<file path="config.mk">
export PLATFORM = sky130hd
export DESIGN_NAME = ipv4_l4_header_extractor_top
export DESIGN_NICKNAME = d
export VERILOG_FILES = /design/src/rtl/l4x_pkg.sv /design/src/rtl/l4x_front.sv /design/src/rtl/l4x_queue.sv /design/src/rtl/l4x_back.sv /design/src/rtl/ipv4_l4_header_extractor_top.sv
export SDC_FILE = /design/constraint.sdc
export NUM_CORES = 1
export LEC_CHECK = 0
export ABC_CLOCK_PERIOD_IN_PS = 19300
export CAP_MARGIN = 25
export CORE_MARGIN = 2
export CORE_UTILIZATION = 55
export CTS_CLUSTER_DIAMETER = 50
export DETAILED_ROUTE_END_ITERATION = 6
export DONT_BUFFER_PORTS = 1
export PLACE_DENSITY = 0.77
export SETUP_SLACK_MARGIN = 0.1
export SYNTH_ARGS = -nofsm -noshare
export SYNTH_HDL_FRONTEND = slang
export SYNTH_HIERARCHICAL = 1
export SYNTH_SLANG_ARGS = --single-unit
</file>
<file path="constraint.sdc">
create_clock -name clk -period 19.3 [get_ports clk]
set_clock_uncertainty 0.05 [all_clocks]
set_input_delay 0.965 -clock clk [delete_from_list [all_inputs] [get_ports clk]]
set_output_delay 0.965 -clock clk [all_outputs]
set_load 0.02 [all_outputs]
</file>
<file path="src/rtl/l4x_pkg.sv">
package l4x_pkg;

    // Frame length bound: bytes at this position and beyond are dropped
    localparam int MAX_FRAME_BYTES = 65536;
    // Position counter wide enough to hold the bound itself
    localparam int POS_W = $clog2(MAX_FRAME_BYTES + 1);

    // Record queue between capture and record build (power of two)
    localparam int QUEUE_DEPTH = 4;
    localparam int PTR_W = $clog2(QUEUE_DEPTH);

    localparam logic [5:0] LINK_HDR_RESET = 6'd14;

    // Byte offsets inside the IPv4 header
    localparam int OFF_VER_IHL = 0;
    localparam int OFF_PROTO = 9;
    localparam int OFF_SRC = 12;
    localparam int OFF_DST = 16;
    localparam int IP_MIN_HDR = 20;

    // Byte offsets inside the transport header
    localparam int T_SPORT = 0;
    localparam int T_DPORT = 2;
    localparam int T_FLAGS = 13;
    localparam int TCP_HDR_LEN = 20;
    localparam int UDP_HDR_LEN = 8;

    // IP protocol numbers
    localparam logic [7:0] PROTO_TCP = 8'd6;
    localparam logic [7:0] PROTO_UDP = 8'd17;
    localparam logic [7:0] PROTO_ICMP = 8'd1;

    // Record status codes
    localparam logic [1:0] STATUS_SHORT_LINK = 2'd0;
    localparam logic [1:0] STATUS_SHORT_IP = 2'd1;
    localparam logic [1:0] STATUS_OK = 2'd2;

    // Protocol class codes
    localparam logic [1:0] CLASS_TCP = 2'd0;
    localparam logic [1:0] CLASS_UDP = 2'd1;
    localparam logic [1:0] CLASS_ICMP = 2'd2;
    localparam logic [1:0] CLASS_OTHER = 2'd3;

    // Captured fields of one finished frame
    typedef struct packed {
        logic [POS_W-1:0] count;
        logic [3:0]       ihl;
        logic [7:0]       protocol;
        logic [31:0]      src;
        logic [31:0]      dst;
        logic [15:0]      sport;
        logic [15:0]      dport;
        logic [4:0]       flags;
    } l4x_frame_t;

endpackage

</file>
<file path="src/rtl/l4x_front.sv">
module l4x_front (
    input  logic                 clk,
    input  logic                 rst_n,
    input  logic [5:0]           lhb,
    input  logic                 in_valid,
    output logic                 in_stall,
    input  logic [7:0]           byte_value,
    input  logic                 last_byte,
    input  logic                 q_full,
    output logic                 push,
    output l4x_pkg::l4x_frame_t  push_rec
);

    localparam int PW = l4x_pkg::POS_W;

    logic [PW-1:0] pos_reg;
    logic [3:0]    ihl_reg;
    logic [7:0]    proto_reg;
    logic [31:0]   src_reg;
    logic [31:0]   dst_reg;
    logic [15:0]   sport_reg;
    logic [15:0]   dport_reg;
    logic [4:0]    flags_reg;

    logic [PW-1:0] pos_next;
    logic [3:0]    ihl_next;
    logic [7:0]    proto_next;
    logic [31:0]   src_next;
    logic [31:0]   dst_next;
    logic [15:0]   sport_next;
    logic [15:0]   dport_next;
    logic [4:0]    flags_next;

    logic          accept;
    logic          in_window;
    logic          ip_hit;
    logic          l4_hit;
    logic [PW-1:0] off;
    logic [PW-1:0] toff;
    logic [5:0]    hb;

    // Stall the byte stream only when the record queue has no room
    assign in_stall = q_full;
    assign accept = in_valid && !in_stall;
    assign push = accept && last_byte;

    // Locate the byte inside the IPv4 and transport headers
    always_comb
    begin
        in_window = pos_reg < PW'(l4x_pkg::MAX_FRAME_BYTES);
        ip_hit = in_window && (pos_reg >= PW'(lhb));
        off = pos_reg - PW'(lhb);
        hb = {ihl_reg, 2'b00};
        l4_hit = ip_hit && (hb >= 6'(l4x_pkg::IP_MIN_HDR)) && (off >= PW'(hb));
        toff = off - PW'(hb);
    end

    // Capture header fields by position
    always_comb
    begin
        pos_next = (pos_reg == '1) ? pos_reg : pos_reg + 1'b1;
        ihl_next = ihl_reg;
        proto_next = proto_reg;
        src_next = src_reg;
        dst_next = dst_reg;
        sport_next = sport_reg;
        dport_next = dport_reg;
        flags_next = flags_reg;
        if (ip_hit)
        begin
            if (off == PW'(l4x_pkg::OFF_VER_IHL))
                ihl_next = byte_value[3:0];
            else if (off == PW'(l4x_pkg::OFF_PROTO))
                proto_next = byte_value;
            else if (off >= PW'(l4x_pkg::OFF_SRC) && off < PW'(l4x_pkg::OFF_DST))
                src_next = {src_reg[23:0], byte_value};
            else if (off >= PW'(l4x_pkg::OFF_DST) && off < PW'(l4x_pkg::IP_MIN_HDR))
                dst_next = {dst_reg[23:0], byte_value};
        end
        if (l4_hit)
        begin
            if (toff == PW'(l4x_pkg::T_SPORT) || toff == PW'(l4x_pkg::T_SPORT + 1))
                sport_next = {sport_reg[7:0], byte_value};
            else if (toff == PW'(l4x_pkg::T_DPORT) || toff == PW'(l4x_pkg::T_DPORT + 1))
                dport_next = {dport_reg[7:0], byte_value};
            else if (toff == PW'(l4x_pkg::T_FLAGS))
                // wire order FIN SYN RST PSH ACK -> SYN ACK FIN RST PSH
                flags_next = {byte_value[3], byte_value[2], byte_value[0],
                              byte_value[4], byte_value[1]};
        end
    end

    // Hand the finished frame to the queue
    always_comb
    begin
        push_rec.count = pos_next;
        push_rec.ihl = ihl_next;
        push_rec.protocol = proto_next;
        push_rec.src = src_next;
        push_rec.dst = dst_next;
        push_rec.sport = sport_next;
        push_rec.dport = dport_next;
        push_rec.flags = flags_next;
    end

    // Advance frame state; clear it after the final byte
    always_ff @(posedge clk or negedge rst_n)
    begin
        if (!rst_n)
        begin
            pos_reg <= '0;
            ihl_reg <= '0;
            proto_reg <= '0;
            src_reg <= '0;
            dst_reg <= '0;
            sport_reg <= '0;
            dport_reg <= '0;
            flags_reg <= '0;
        end
        else if (accept)
        begin
            if (last_byte)
            begin
                pos_reg <= '0;
                ihl_reg <= '0;
                proto_reg <= '0;
                src_reg <= '0;
                dst_reg <= '0;
                sport_reg <= '0;
                dport_reg <= '0;
                flags_reg <= '0;
            end
            else
            begin
                pos_reg <= pos_next;
                ihl_reg <= ihl_next;
                proto_reg <= proto_next;
                src_reg <= src_next;
                dst_reg <= dst_next;
                sport_reg <= sport_next;
                dport_reg <= dport_next;
                flags_reg <= flags_next;
            end
        end
    end

    // A final byte leaves a fresh frame behind
    a_frame_clear: assert property (@(posedge clk) disable iff (!rst_n)
        push |=> (pos_reg == '0 && ihl_reg == '0))
        else $error("frame state not cleared after final byte");

endmodule

</file>
<file path="src/rtl/l4x_queue.sv">
module l4x_queue (
    input  logic                 clk,
    input  logic                 rst_n,
    input  logic                 push,
    input  l4x_pkg::l4x_frame_t  push_rec,
    output logic                 full,
    input  logic                 pop,
    output logic                 head_valid,
    output l4x_pkg::l4x_frame_t  head_rec
);

    localparam int PW = l4x_pkg::PTR_W;

    l4x_pkg::l4x_frame_t entry_reg [l4x_pkg::QUEUE_DEPTH];
    logic [PW-1:0] wr_ptr_reg;
    logic [PW-1:0] rd_ptr_reg;
    logic [PW:0]   count_reg;
    logic [PW:0]   count_next;

    assign full = (count_reg == (PW+1)'(l4x_pkg::QUEUE_DEPTH));
    assign head_valid = (count_reg != '0);
    assign head_rec = entry_reg[rd_ptr_reg];

    // Track occupancy
    always_comb
    begin
        count_next = count_reg;
        if (push && !pop)
            count_next = count_reg + 1'b1;
        else if (pop && !push)
            count_next = count_reg - 1'b1;
    end

    // Advance pointers
    always_ff @(posedge clk or negedge rst_n)
    begin
        if (!rst_n)
        begin
            wr_ptr_reg <= '0;
            rd_ptr_reg <= '0;
            count_reg <= '0;
        end
        else
        begin
            if (push)
                wr_ptr_reg <= wr_ptr_reg + 1'b1;
            if (pop)
                rd_ptr_reg <= rd_ptr_reg + 1'b1;
            count_reg <= count_next;
        end
    end

    // Store records
    always_ff @(posedge clk)
    begin
        if (push)
            entry_reg[wr_ptr_reg] <= push_rec;
    end

    a_no_overflow: assert property (@(posedge clk) disable iff (!rst_n)
        full |-> !push)
        else $error("record pushed into full queue");

    a_no_underflow: assert property (@(posedge clk) disable iff (!rst_n)
        pop |-> head_valid)
        else $error("record popped from empty queue");

endmodule

</file>
<file path="src/rtl/l4x_back.sv">
module l4x_back (
    input  logic                 clk,
    input  logic                 rst_n,
    input  logic [5:0]           lhb,
    input  logic                 head_valid,
    input  l4x_pkg::l4x_frame_t  head_rec,
    output logic                 pop,
    output logic                 out_valid,
    input  logic                 out_stall,
    output logic [1:0]           status,
    output logic [7:0]           protocol,
    output logic [1:0]           proto_class,
    output logic [31:0]          src_addr,
    output logic [31:0]          dest_addr,
    output logic                 ports_valid,
    output logic [15:0]          src_port,
    output logic [15:0]          dst_port,
    output logic [4:0]           tcp_flags,
    output logic [15:0]          ip_length,
    output logic [5:0]           header_bytes
);

    localparam int PW = l4x_pkg::POS_W;

    logic          out_valid_reg;
    logic [1:0]    status_reg,   status_next;
    logic [7:0]    protocol_reg, protocol_next;
    logic [1:0]    class_reg,    class_next;
    logic [31:0]   src_reg,      src_next;
    logic [31:0]   dst_reg,      dst_next;
    logic          pv_reg,       pv_next;
    logic [15:0]   sport_reg,    sport_next;
    logic [15:0]   dport_reg,    dport_next;
    logic [4:0]    flags_reg,    flags_next;
    logic [15:0]   iplen_reg,    iplen_next;
    logic [5:0]    hb_reg,       hb_next;

    logic [PW-1:0] eff;
    logic [PW-1:0] iplen_w;
    logic [31:0]   iplen32;
    logic [15:0]   iplen;
    logic          link_short;
    logic          ip_short;
    logic [1:0]    cls;
    logic [5:0]    hb;
    logic          pv;

    // Take the head record when the output register is free or drains
    assign pop = head_valid && (!out_valid_reg || !out_stall);

    // Work out lengths and protocol class
    always_comb
    begin
        eff = (head_rec.count >= PW'(l4x_pkg::MAX_FRAME_BYTES))
            ? PW'(l4x_pkg::MAX_FRAME_BYTES) : head_rec.count;
        link_short = eff <= PW'(lhb);
        iplen_w = eff - PW'(lhb);
        iplen32 = 32'(iplen_w);
        iplen = (iplen32 > 32'hFFFF) ? 16'hFFFF : iplen32[15:0];
        ip_short = iplen < 16'(l4x_pkg::IP_MIN_HDR);
        hb = {head_rec.ihl, 2'b00};
        case (head_rec.protocol)
            l4x_pkg::PROTO_TCP:  cls = l4x_pkg::CLASS_TCP;
            l4x_pkg::PROTO_UDP:  cls = l4x_pkg::CLASS_UDP;
            l4x_pkg::PROTO_ICMP: cls = l4x_pkg::CLASS_ICMP;
            default:             cls = l4x_pkg::CLASS_OTHER;
        endcase
        pv = (hb >= 6'(l4x_pkg::IP_MIN_HDR)) &&
             (((cls == l4x_pkg::CLASS_TCP) &&
               (17'(iplen) >= 17'(hb) + 17'(l4x_pkg::TCP_HDR_LEN))) ||
              ((cls == l4x_pkg::CLASS_UDP) &&
               (17'(iplen) >= 17'(hb) + 17'(l4x_pkg::UDP_HDR_LEN))));
    end

    // Build the record, zeroing fields that the status does not cover
    always_comb
    begin
        status_next = l4x_pkg::STATUS_OK;
        protocol_next = head_rec.protocol;
        class_next = cls;
        src_next = head_rec.src;
        dst_next = head_rec.dst;
        pv_next = pv;
        sport_next = pv ? head_rec.sport : 16'd0;
        dport_next = pv ? head_rec.dport : 16'd0;
        flags_next = (pv && cls == l4x_pkg::CLASS_TCP) ? head_rec.flags : 5'd0;
        iplen_next = iplen;
        hb_next = hb;
        if (link_short || ip_short)
        begin
            status_next = link_short ? l4x_pkg::STATUS_SHORT_LINK
                                     : l4x_pkg::STATUS_SHORT_IP;
            protocol_next = '0;
            class_next = '0;
            src_next = '0;
            dst_next = '0;
            pv_next = 1'b0;
            sport_next = '0;
            dport_next = '0;
            flags_next = '0;
            iplen_next = link_short ? 16'd0 : iplen;
            hb_next = '0;
        end
    end

    // Hold the result until taken
    always_ff @(posedge clk or negedge rst_n)
    begin
        if (!rst_n)
            out_valid_reg <= 1'b0;
        else if (pop)
            out_valid_reg <= 1'b1;
        else if (!out_stall)
            out_valid_reg <= 1'b0;
    end

    always_ff @(posedge clk)
    begin
        if (pop)
        begin
            status_reg <= status_next;
            protocol_reg <= protocol_next;
            class_reg <= class_next;
            src_reg <= src_next;
            dst_reg <= dst_next;
            pv_reg <= pv_next;
            sport_reg <= sport_next;
            dport_reg <= dport_next;
            flags_reg <= flags_next;
            iplen_reg <= iplen_next;
            hb_reg <= hb_next;
        end
    end

    assign out_valid = out_valid_reg;
    assign status = status_reg;
    assign protocol = protocol_reg;
    assign proto_class = class_reg;
    assign src_addr = src_reg;
    assign dest_addr = dst_reg;
    assign ports_valid = pv_reg;
    assign src_port = sport_reg;
    assign dst_port = dport_reg;
    assign tcp_flags = flags_reg;
    assign ip_length = iplen_reg;
    assign header_bytes = hb_reg;

    a_ports_need_ok: assert property (@(posedge clk) disable iff (!rst_n)
        (out_valid_reg && pv_reg) |-> (status_reg == l4x_pkg::STATUS_OK &&
            (class_reg == l4x_pkg::CLASS_TCP || class_reg == l4x_pkg::CLASS_UDP)))
        else $error("ports reported without a complete transport header");

    a_flags_tcp_only: assert property (@(posedge clk) disable iff (!rst_n)
        (out_valid_reg && flags_reg != 5'd0) |-> (pv_reg && class_reg == l4x_pkg::CLASS_TCP))
        else $error("TCP flags reported for a non-TCP record");

endmodule

</file>
<file path="src/rtl/ipv4_l4_header_extractor_top.sv">
// Channel   Direction  Handshake             Payload
// in        input      in_valid / in_stall   byte_value, last_byte
// out       output     out_valid / out_stall status ... header_bytes (one record)
// cfg       input      cfg_valid / cfg_ready cfg_data (link header bytes)
//
// Takes one byte per cycle unless stalled; records are queued, then registered.
// A four-entry record queue sits between byte capture and record build, so in_stall
// rises only when four records wait behind a stalled output.
// Reset clears frame state and sets the link header length to 14; no clearing pass.
// cfg_ready is always high; write it only while no frame is in flight.
module ipv4_l4_header_extractor_top (
    input  logic        clk,
    input  logic        rst_n,
    input  logic        in_valid,
    output logic        in_stall,
    input  logic [7:0]  byte_value,
    input  logic        last_byte,
    output logic        out_valid,
    input  logic        out_stall,
    output logic [1:0]  status,
    output logic [7:0]  protocol,
    output logic [1:0]  proto_class,
    output logic [31:0] src_addr,
    output logic [31:0] dest_addr,
    output logic        ports_valid,
    output logic [15:0] src_port,
    output logic [15:0] dst_port,
    output logic [4:0]  tcp_flags,
    output logic [15:0] ip_length,
    output logic [5:0]  header_bytes,
    input  logic        cfg_valid,
    output logic        cfg_ready,
    input  logic [5:0]  cfg_data
);

    logic [5:0]           lhb_reg;
    logic                 q_full;
    logic                 push;
    l4x_pkg::l4x_frame_t  push_rec;
    logic                 pop;
    logic                 head_valid;
    l4x_pkg::l4x_frame_t  head_rec;

    // Hold the link header length register
    assign cfg_ready = 1'b1;

    always_ff @(posedge clk or negedge rst_n)
    begin
        if (!rst_n)
            lhb_reg <= l4x_pkg::LINK_HDR_RESET;
        else if (cfg_valid && cfg_ready)
            lhb_reg <= cfg_data;
    end

    l4x_front u_front (
        .clk        (clk),
        .rst_n      (rst_n),
        .lhb        (lhb_reg),
        .in_valid   (in_valid),
        .in_stall   (in_stall),
        .byte_value (byte_value),
        .last_byte  (last_byte),
        .q_full     (q_full),
        .push       (push),
        .push_rec   (push_rec)
    );

    l4x_queue u_queue (
        .clk        (clk),
        .rst_n      (rst_n),
        .push       (push),
        .push_rec   (push_rec),
        .full       (q_full),
        .pop        (pop),
        .head_valid (head_valid),
        .head_rec   (head_rec)
    );

    l4x_back u_back (
        .clk          (clk),
        .rst_n        (rst_n),
        .lhb          (lhb_reg),
        .head_valid   (head_valid),
        .head_rec     (head_rec),
        .pop          (pop),
        .out_valid    (out_valid),
        .out_stall    (out_stall),
        .status       (status),
        .protocol     (protocol),
        .proto_class  (proto_class),
        .src_addr     (src_addr),
        .dest_addr    (dest_addr),
        .ports_valid  (ports_valid),
        .src_port     (src_port),
        .dst_port     (dst_port),
        .tcp_flags    (tcp_flags),
        .ip_length    (ip_length),
        .header_bytes (header_bytes)
    );

endmodule
</file>
; Word level (Yosys, flattened, before mapping)
; Memory sizes are Yosys's and may differ from the RTL's.
; Cells that the tools add are included.
[word_totals]
register_bits = 280
latchBits = 0
mem_bits_rw = 520
romBits = 0
in_bits = 20
out_inout_bits = 139
wordCells = 140
mem_count = 1
[memory_table]
columns = memory, depth, width, read_ports, rd_ports_with_merged_regs, write_ports, line
row1 = u_queue.entry_reg, 4, 130, 1, 0, 1, l4x_queue.sv:14  ; l4x_pkg::l4x_frame_t entry_reg [l4x_pkg::QUEUE_DEPTH];
[classes]
n_addsub = 10
n_mul = 0
div = 0
order_cmp = 15
eq_ne = 12
n_shift = 0
mux = 44
n_bitwise = 2
reduce_logical = 31
[op_table]
columns = op, n
row1 = 32-bit 2-to-1 mux, 11
row2 = 16-bit 2-to-1 mux, 10
row3 = 17-bit 2-to-1 mux, 3
row4 = 17-bit by 6-bit subtractor with 17-bit output, 3
row5 = 17-bit by 2-bit == test with 1-bit output (second input constant), 2
row6 = 17-bit by 4-bit == test with 1-bit output (second input constant), 2
row7 = 16-bit by 17-bit >= comparator with 1-bit output, 2
row8 = 17-bit by 6-bit >= comparator with 1-bit output, 2
row9 = 17-bit logical NOT, 2
row10 = 17-bit by 5-bit < comparator with 1-bit output (second input constant), 2
row11 = 8-bit 2-to-1 mux, 4
row12 = 5-bit 2-to-1 mux, 5
row13 = 17-bit by 1-bit adder with 17-bit output (second input constant), 1
row14 = 17-bit by 1-bit == test with 1-bit output (second input constant), 1
row15 = 17-bit == test (second input constant), 1
row16 = 17-bit >= comparator (second input constant), 1
row17 = 17-bit by 4-bit >= comparator with 1-bit output (second input constant), 1
row18 = 17-bit by 5-bit >= comparator with 1-bit output (second input constant), 1
row19 = 17-bit by 16-bit greater-than comparator with 1-bit output (second input constant), 1
row20 = 17-bit by 6-bit less-or-equal comparator with 1-bit output, 1
row21 = 17-bit < comparator (second input constant), 1
row22 = 16-bit by 5-bit < comparator with 1-bit output (second input constant), 1
row23 = 1-bit logical AND, 14
row24 = 6-bit by 5-bit >= comparator with 1-bit output (second input constant), 2
row25 = 22 further kinds, 40

; Logic depth before layout (Yosys ltp)
; An unclocked memory read counts as a cell.
[logic_depth]
ltp_word = 13
ltp_mapped = 23
mapped_depth_nobuf = 19

; Hierarchy
; Netlist, hierarchy kept.
[by_module_without_submodules]
columns = mod, n_inst, cells_per_inst, area_per_inst_um2, seq_area_each_um2
row1 = l4x_queue, 1, 714, 19144.6, 15790.1
row2 = l4x_front, 1, 1043, 8649.5, 3253.1
row3 = l4x_back, 1, 478, 6566.3, 4048.9
row4 = ipv4_l4_header_extractor_top, 1, 15, 266.5, 153.9

; Worst setup path after synthesis
; Ideal clock, no wire load.
[synth_timing]
kind = input port to flip-flop
start = input port out_stall
end = register u_queue.count_reg[1]
arrival_time_ns = 12.426
t_required_ns = 19.125
path_slack_ns = 6.700
stages = 6
n_path_buf = 0
cell_sequence = a21boi_0 -> inv_1 -> ha_1 -> inv_1 -> fa_1 -> mux2_2
[synth_via]
elab_chain_len = 6
elab_cells_between_ends = 8
cone_classes = mux: 1 / reduce/logical: 7
[synth_rtl]
columns = item, line
row1 = "start, declared", ipv4_l4_header_extractor_top.sv:19  ; input logic out_stall,
row2 = 1-bit logical NOT, l4x_back.sv:49  ; assign pop = head_valid && (!out_valid_reg || !out_stall);
row3 = 1-bit logical OR, l4x_back.sv:49
row4 = 1-bit logical AND, l4x_back.sv:49
row5 = 1-bit logical NOT, l4x_queue.sv:28  ; if (push && !pop)
row6 = 1-bit logical AND, l4x_queue.sv:28
row7 = 3-bit 2-to-1 mux, l4x_queue.sv:28
row8 = named net u_queue.count_next[1], l4x_queue.sv:18  ; logic [PW:0] count_next;
row9 = "end signal, assigned", l4x_queue.sv:49  ; count_reg <= count_next;
row10 = "end, declared", l4x_queue.sv:17  ; logic [PW:0] count_reg;
; The timed path passes the listed nets, and every way through them passes these cells.
; A chain may end at the register's enable or synchronous reset.

==> qor.txt <==
vias in the first global route: 19837
outcome: finished, final reports clean
grt met3 use: 5.32%
slowest cell delay on critical path: 0.69 ns
initial drt markers: 2149
fin crit share: 31.6%
CP Max Fanout: 33
Seq/Total Area, Yosys: 67.1%
Post-synth EDFFs: 654
Startpoint Class: register
final hold violations: 0
Final WS setup: 13.20 ns
Placement Setup Slack: 13.29 ns
Tot GR Track Use: 23.9%
post-DR wirelength/cell: 24.4 um
Sw Ratio: 33.1%
final slew viol count: 0
total power: 5.90 mW
Sinks on Clock Net: 798
sequential share of power: 45.2%
num ports: 159
number of antenna violations at the first check in global routing: 0
Gate power share: 26.7%
most frequent cells in the layout: 654 x edfxtp_1, 290 x nand2_1, 139 x dfrtp_1
Buffers & Inverters on Critical Path: 1
Max Cap Violations: 0
RSZ-0062 raised after global routing: no
Area Overhead vs Synth: 10.4%
number of port buffers: 0
layout cells sized above 1: 18.5%
Peak Freq: 164 MHz
CTS H-tree lvls: 3
Syn Area/Cell: 15.4 um2
Starting Density: 55.9%
P_leak: 13.7 nW
CTS tree: done
Worst path top cell family by delay: compound AO/OA/AOI/OAI gates
setup TNS: 0 ns
Routed Antenna Nets: 0
Peak VDD IR: 82.6 uV
switching power total: 1.95 mW
power per cell area: 154 nW/um2
Cell variety after synth: 84
clock share of power: 28.1%
Root Buffer: clkbuf_16
gp weighted congestion: 0.864
min-delay worst type: in -> async
dpl hpwl: 45400 um
Total Die Area: 65000 um2
Largest register FFs: 520
critical path's slowest cell: mux4_2
measured slew at the worst slew-check pin: 1.11 ns
Final nets: 2288
Post-Syn Instances: 2250
Post-Syn Area: 34600 um2
drc violations: 0
Vias: 19765
count of final setup violators: 0
clock-pin slew on the worst setup and hold paths: 0.06 ns
largest net degree at the start of global routing: 142
later-pin clock latency in the skew report: 0.65 ns
CP Class: reg -> reg
Pre-Repair DR Iteration Count: 6
cells along the critical path: mux4_2 -> clkinv_1 -> nand2_1 -> ha_1 -> fa_1 -> nor2b_1 -> o31a_2 -> nor2_1 -> nor2_1 -> a21oi_1 -> nand2_1 -> ha_1 -> a21oi_1 -> o22ai_1 -> a211oi_1 -> and4_1 -> o211a_4 -> nor3b_2
met1 Use GR: 32.8%
Die Y: 255 um
global-route wire length before repair: 118000 um
CP Capture Type: register
design internal power: 3.94 mW
critical path arrival: 6.40 ns
synthesized flop and latch total: 798
row count: 91
leading cell type in the layout, fill and taps excluded: edfxtp_1
Core Region: 61900 um2
Ys Warns: 6
Via density: 6.30
grt ovf: 0
Tmin final: 6.10 ns
Die W: 255 um
asr flop ratio synth: 18.0%
Slew headroom: 25.7%
Synth Flop Type: edfxtp_1
Max Root-Sink Buffers: 3
required time worst endpoint: 19.60 ns
global-route layer with the greatest usage: met2
met2 usage: 38.2%
number of setup buffers added after CTS: 0
Post-Route WL: 76400 um
CTS Buf Count: 85
## path summary, 6_finish.rpt
check / end / startpoint / slack [ns] / depth (start not counted)
hold reg to reg: u_queue/count_reg[2]$_DFFE_PN0P_ / u_queue/count_reg[2]$_DFFE_PN0P_ / 0.44 / 1
setup / recovery: u_back/src_port[14]$_SDFFCE_PP0P_ / u_queue/rd_ptr_reg[0]$_DFFE_PN0P_ / 13.20 / 18
hold / removal: lhb_reg[3]$_DFFE_PN1P_ / rst_n / 0.14 / 0
min in group clk: u_back/out_valid$_DFFE_PN0P_ / out_stall / 0.40 / 1
max in group asynchronous: u_front/sport_reg[9]$_DFFE_PN0P_ / rst_n / 18.28 / 1
setup reg to reg: u_back/src_port[14]$_SDFFCE_PP0P_ / u_queue/rd_ptr_reg[0]$_DFFE_PN0P_ / 13.20 / 18
## timing repair
action / CTS / global route
resized for setup: 0 / 0
hold buffers: 1 / 0
endpoints found under the hold margin: 141 / 0
## synth_stat cells, types with 8 or more instances
cell type	n	area, um2
ha_1	38	475
nor2b_1	31	194
o211ai_1	28	210
buf_6	21	236
inv_1	38	143
mux2_4	26	390
clkbuf_1	90	338
nor3_1	9	45.0
a221o_1	10	100
and3_1	20	125
nand4_1	29	181
mux4_2	130	2930
a21oi_1	31	155
edfxtp_1	654	19600
nand2b_1	8	50.1
nor3b_1	17	128
dfrtp_1	141	3530
o21ai_0	86	430
buf_4	9	67.6
mux2_2	30	338
xor2_1	17	149
and2_1	84	526
o221ai_1	19	166
nand2_1	290	1090
nor3b_2	29	363
xnor2_1	19	166
a32oi_1	48	420
nand3_1	85	425
a21o_1	13	97.6
buf_2	19	95.1
a22o_1	10	87.6
nor2_1	48	180
## worst reg2reg max path, stage by stage (launching register included)
cell and delay [ns]:
dfrtp_4 0.59, mux4_2 0.69, clkinv_1 0.41, nand2_1 0.17
ha_1 0.20, fa_1 0.22, nor2b_1 0.07, o31a_2 0.39
nor2_1 0.28, nor2_1 0.07, a21oi_1 0.64, nand2_1 0.25
ha_1 0.38, a21oi_1 0.14, o22ai_1 0.09, a211oi_1 0.20
and4_1 0.26, o211a_4 0.54, nor3b_2 0.18
## final cells by class
cell class | instances | area, um2
diodes | 1 | 2.50
clock buffers | 108 | 2270
clock inverters | 50 | 597
fillers | 4380 | 23700
inverters | 41 | 154
multi-input cells | 1269 | 10500
flip-flops and latches | 798 | 23300
well taps | 837 | 1050
repair buffers | 31 | 408
## metrics by stage
step | hold slack, ns | utilization, % | area (um2) | std cells
floorplan | 0.399 | - | 34600 | 2251
global placement | 0.415 | 56.7 | 35100 | 2966
detailed placement | 0.427 | 56.7 | 35100 | 2968
CTS | 0.118 | 61.4 | 38000 | 3127
global route | 0.124 | 61.7 | 38200 | 3134
finish | 0.140 | 61.7 | 38200 | 3135
## power by group through the flow
| stage | clock (mW) | sequential (mW) | combinational, mW |
|---|---|---|---|
| 5_1_grt | 1.74 | 2.70 | 1.72 |
| 2_1_floorplan | 0 | 2.67 | 1.19 |
| 3_5_place_dp | 0 | 2.70 | 1.54 |
| 3_3_place_gp | 0 | 2.68 | 1.51 |
| 6_report | 1.66 | 2.67 | 1.58 |
| 4_1_cts | 1.68 | 2.67 | 1.56 |
## metal layers
metal,wire length (um),vias to the layer above
met3,6490,141
li1,-,8642
met5,0,-
met2,36700,916
met1,31200,10066
met4,2030,0
## logic make-up after synthesis
kind of cell               count (synthesis)  share of synthesized area (%)
other                                      2                         0.0217
muxes                                    189                           10.6
buffers and inverters                    184                           2.68
xor gates and xnor gates                  36                          0.911
and+or+nand+nor                          703                           10.9
AOI/OAI and AO/OA                        296                           6.11
DFF                                      798                           67.1
adders and majority gates                 42                           1.60
Power figures use the tool's default switching activity.
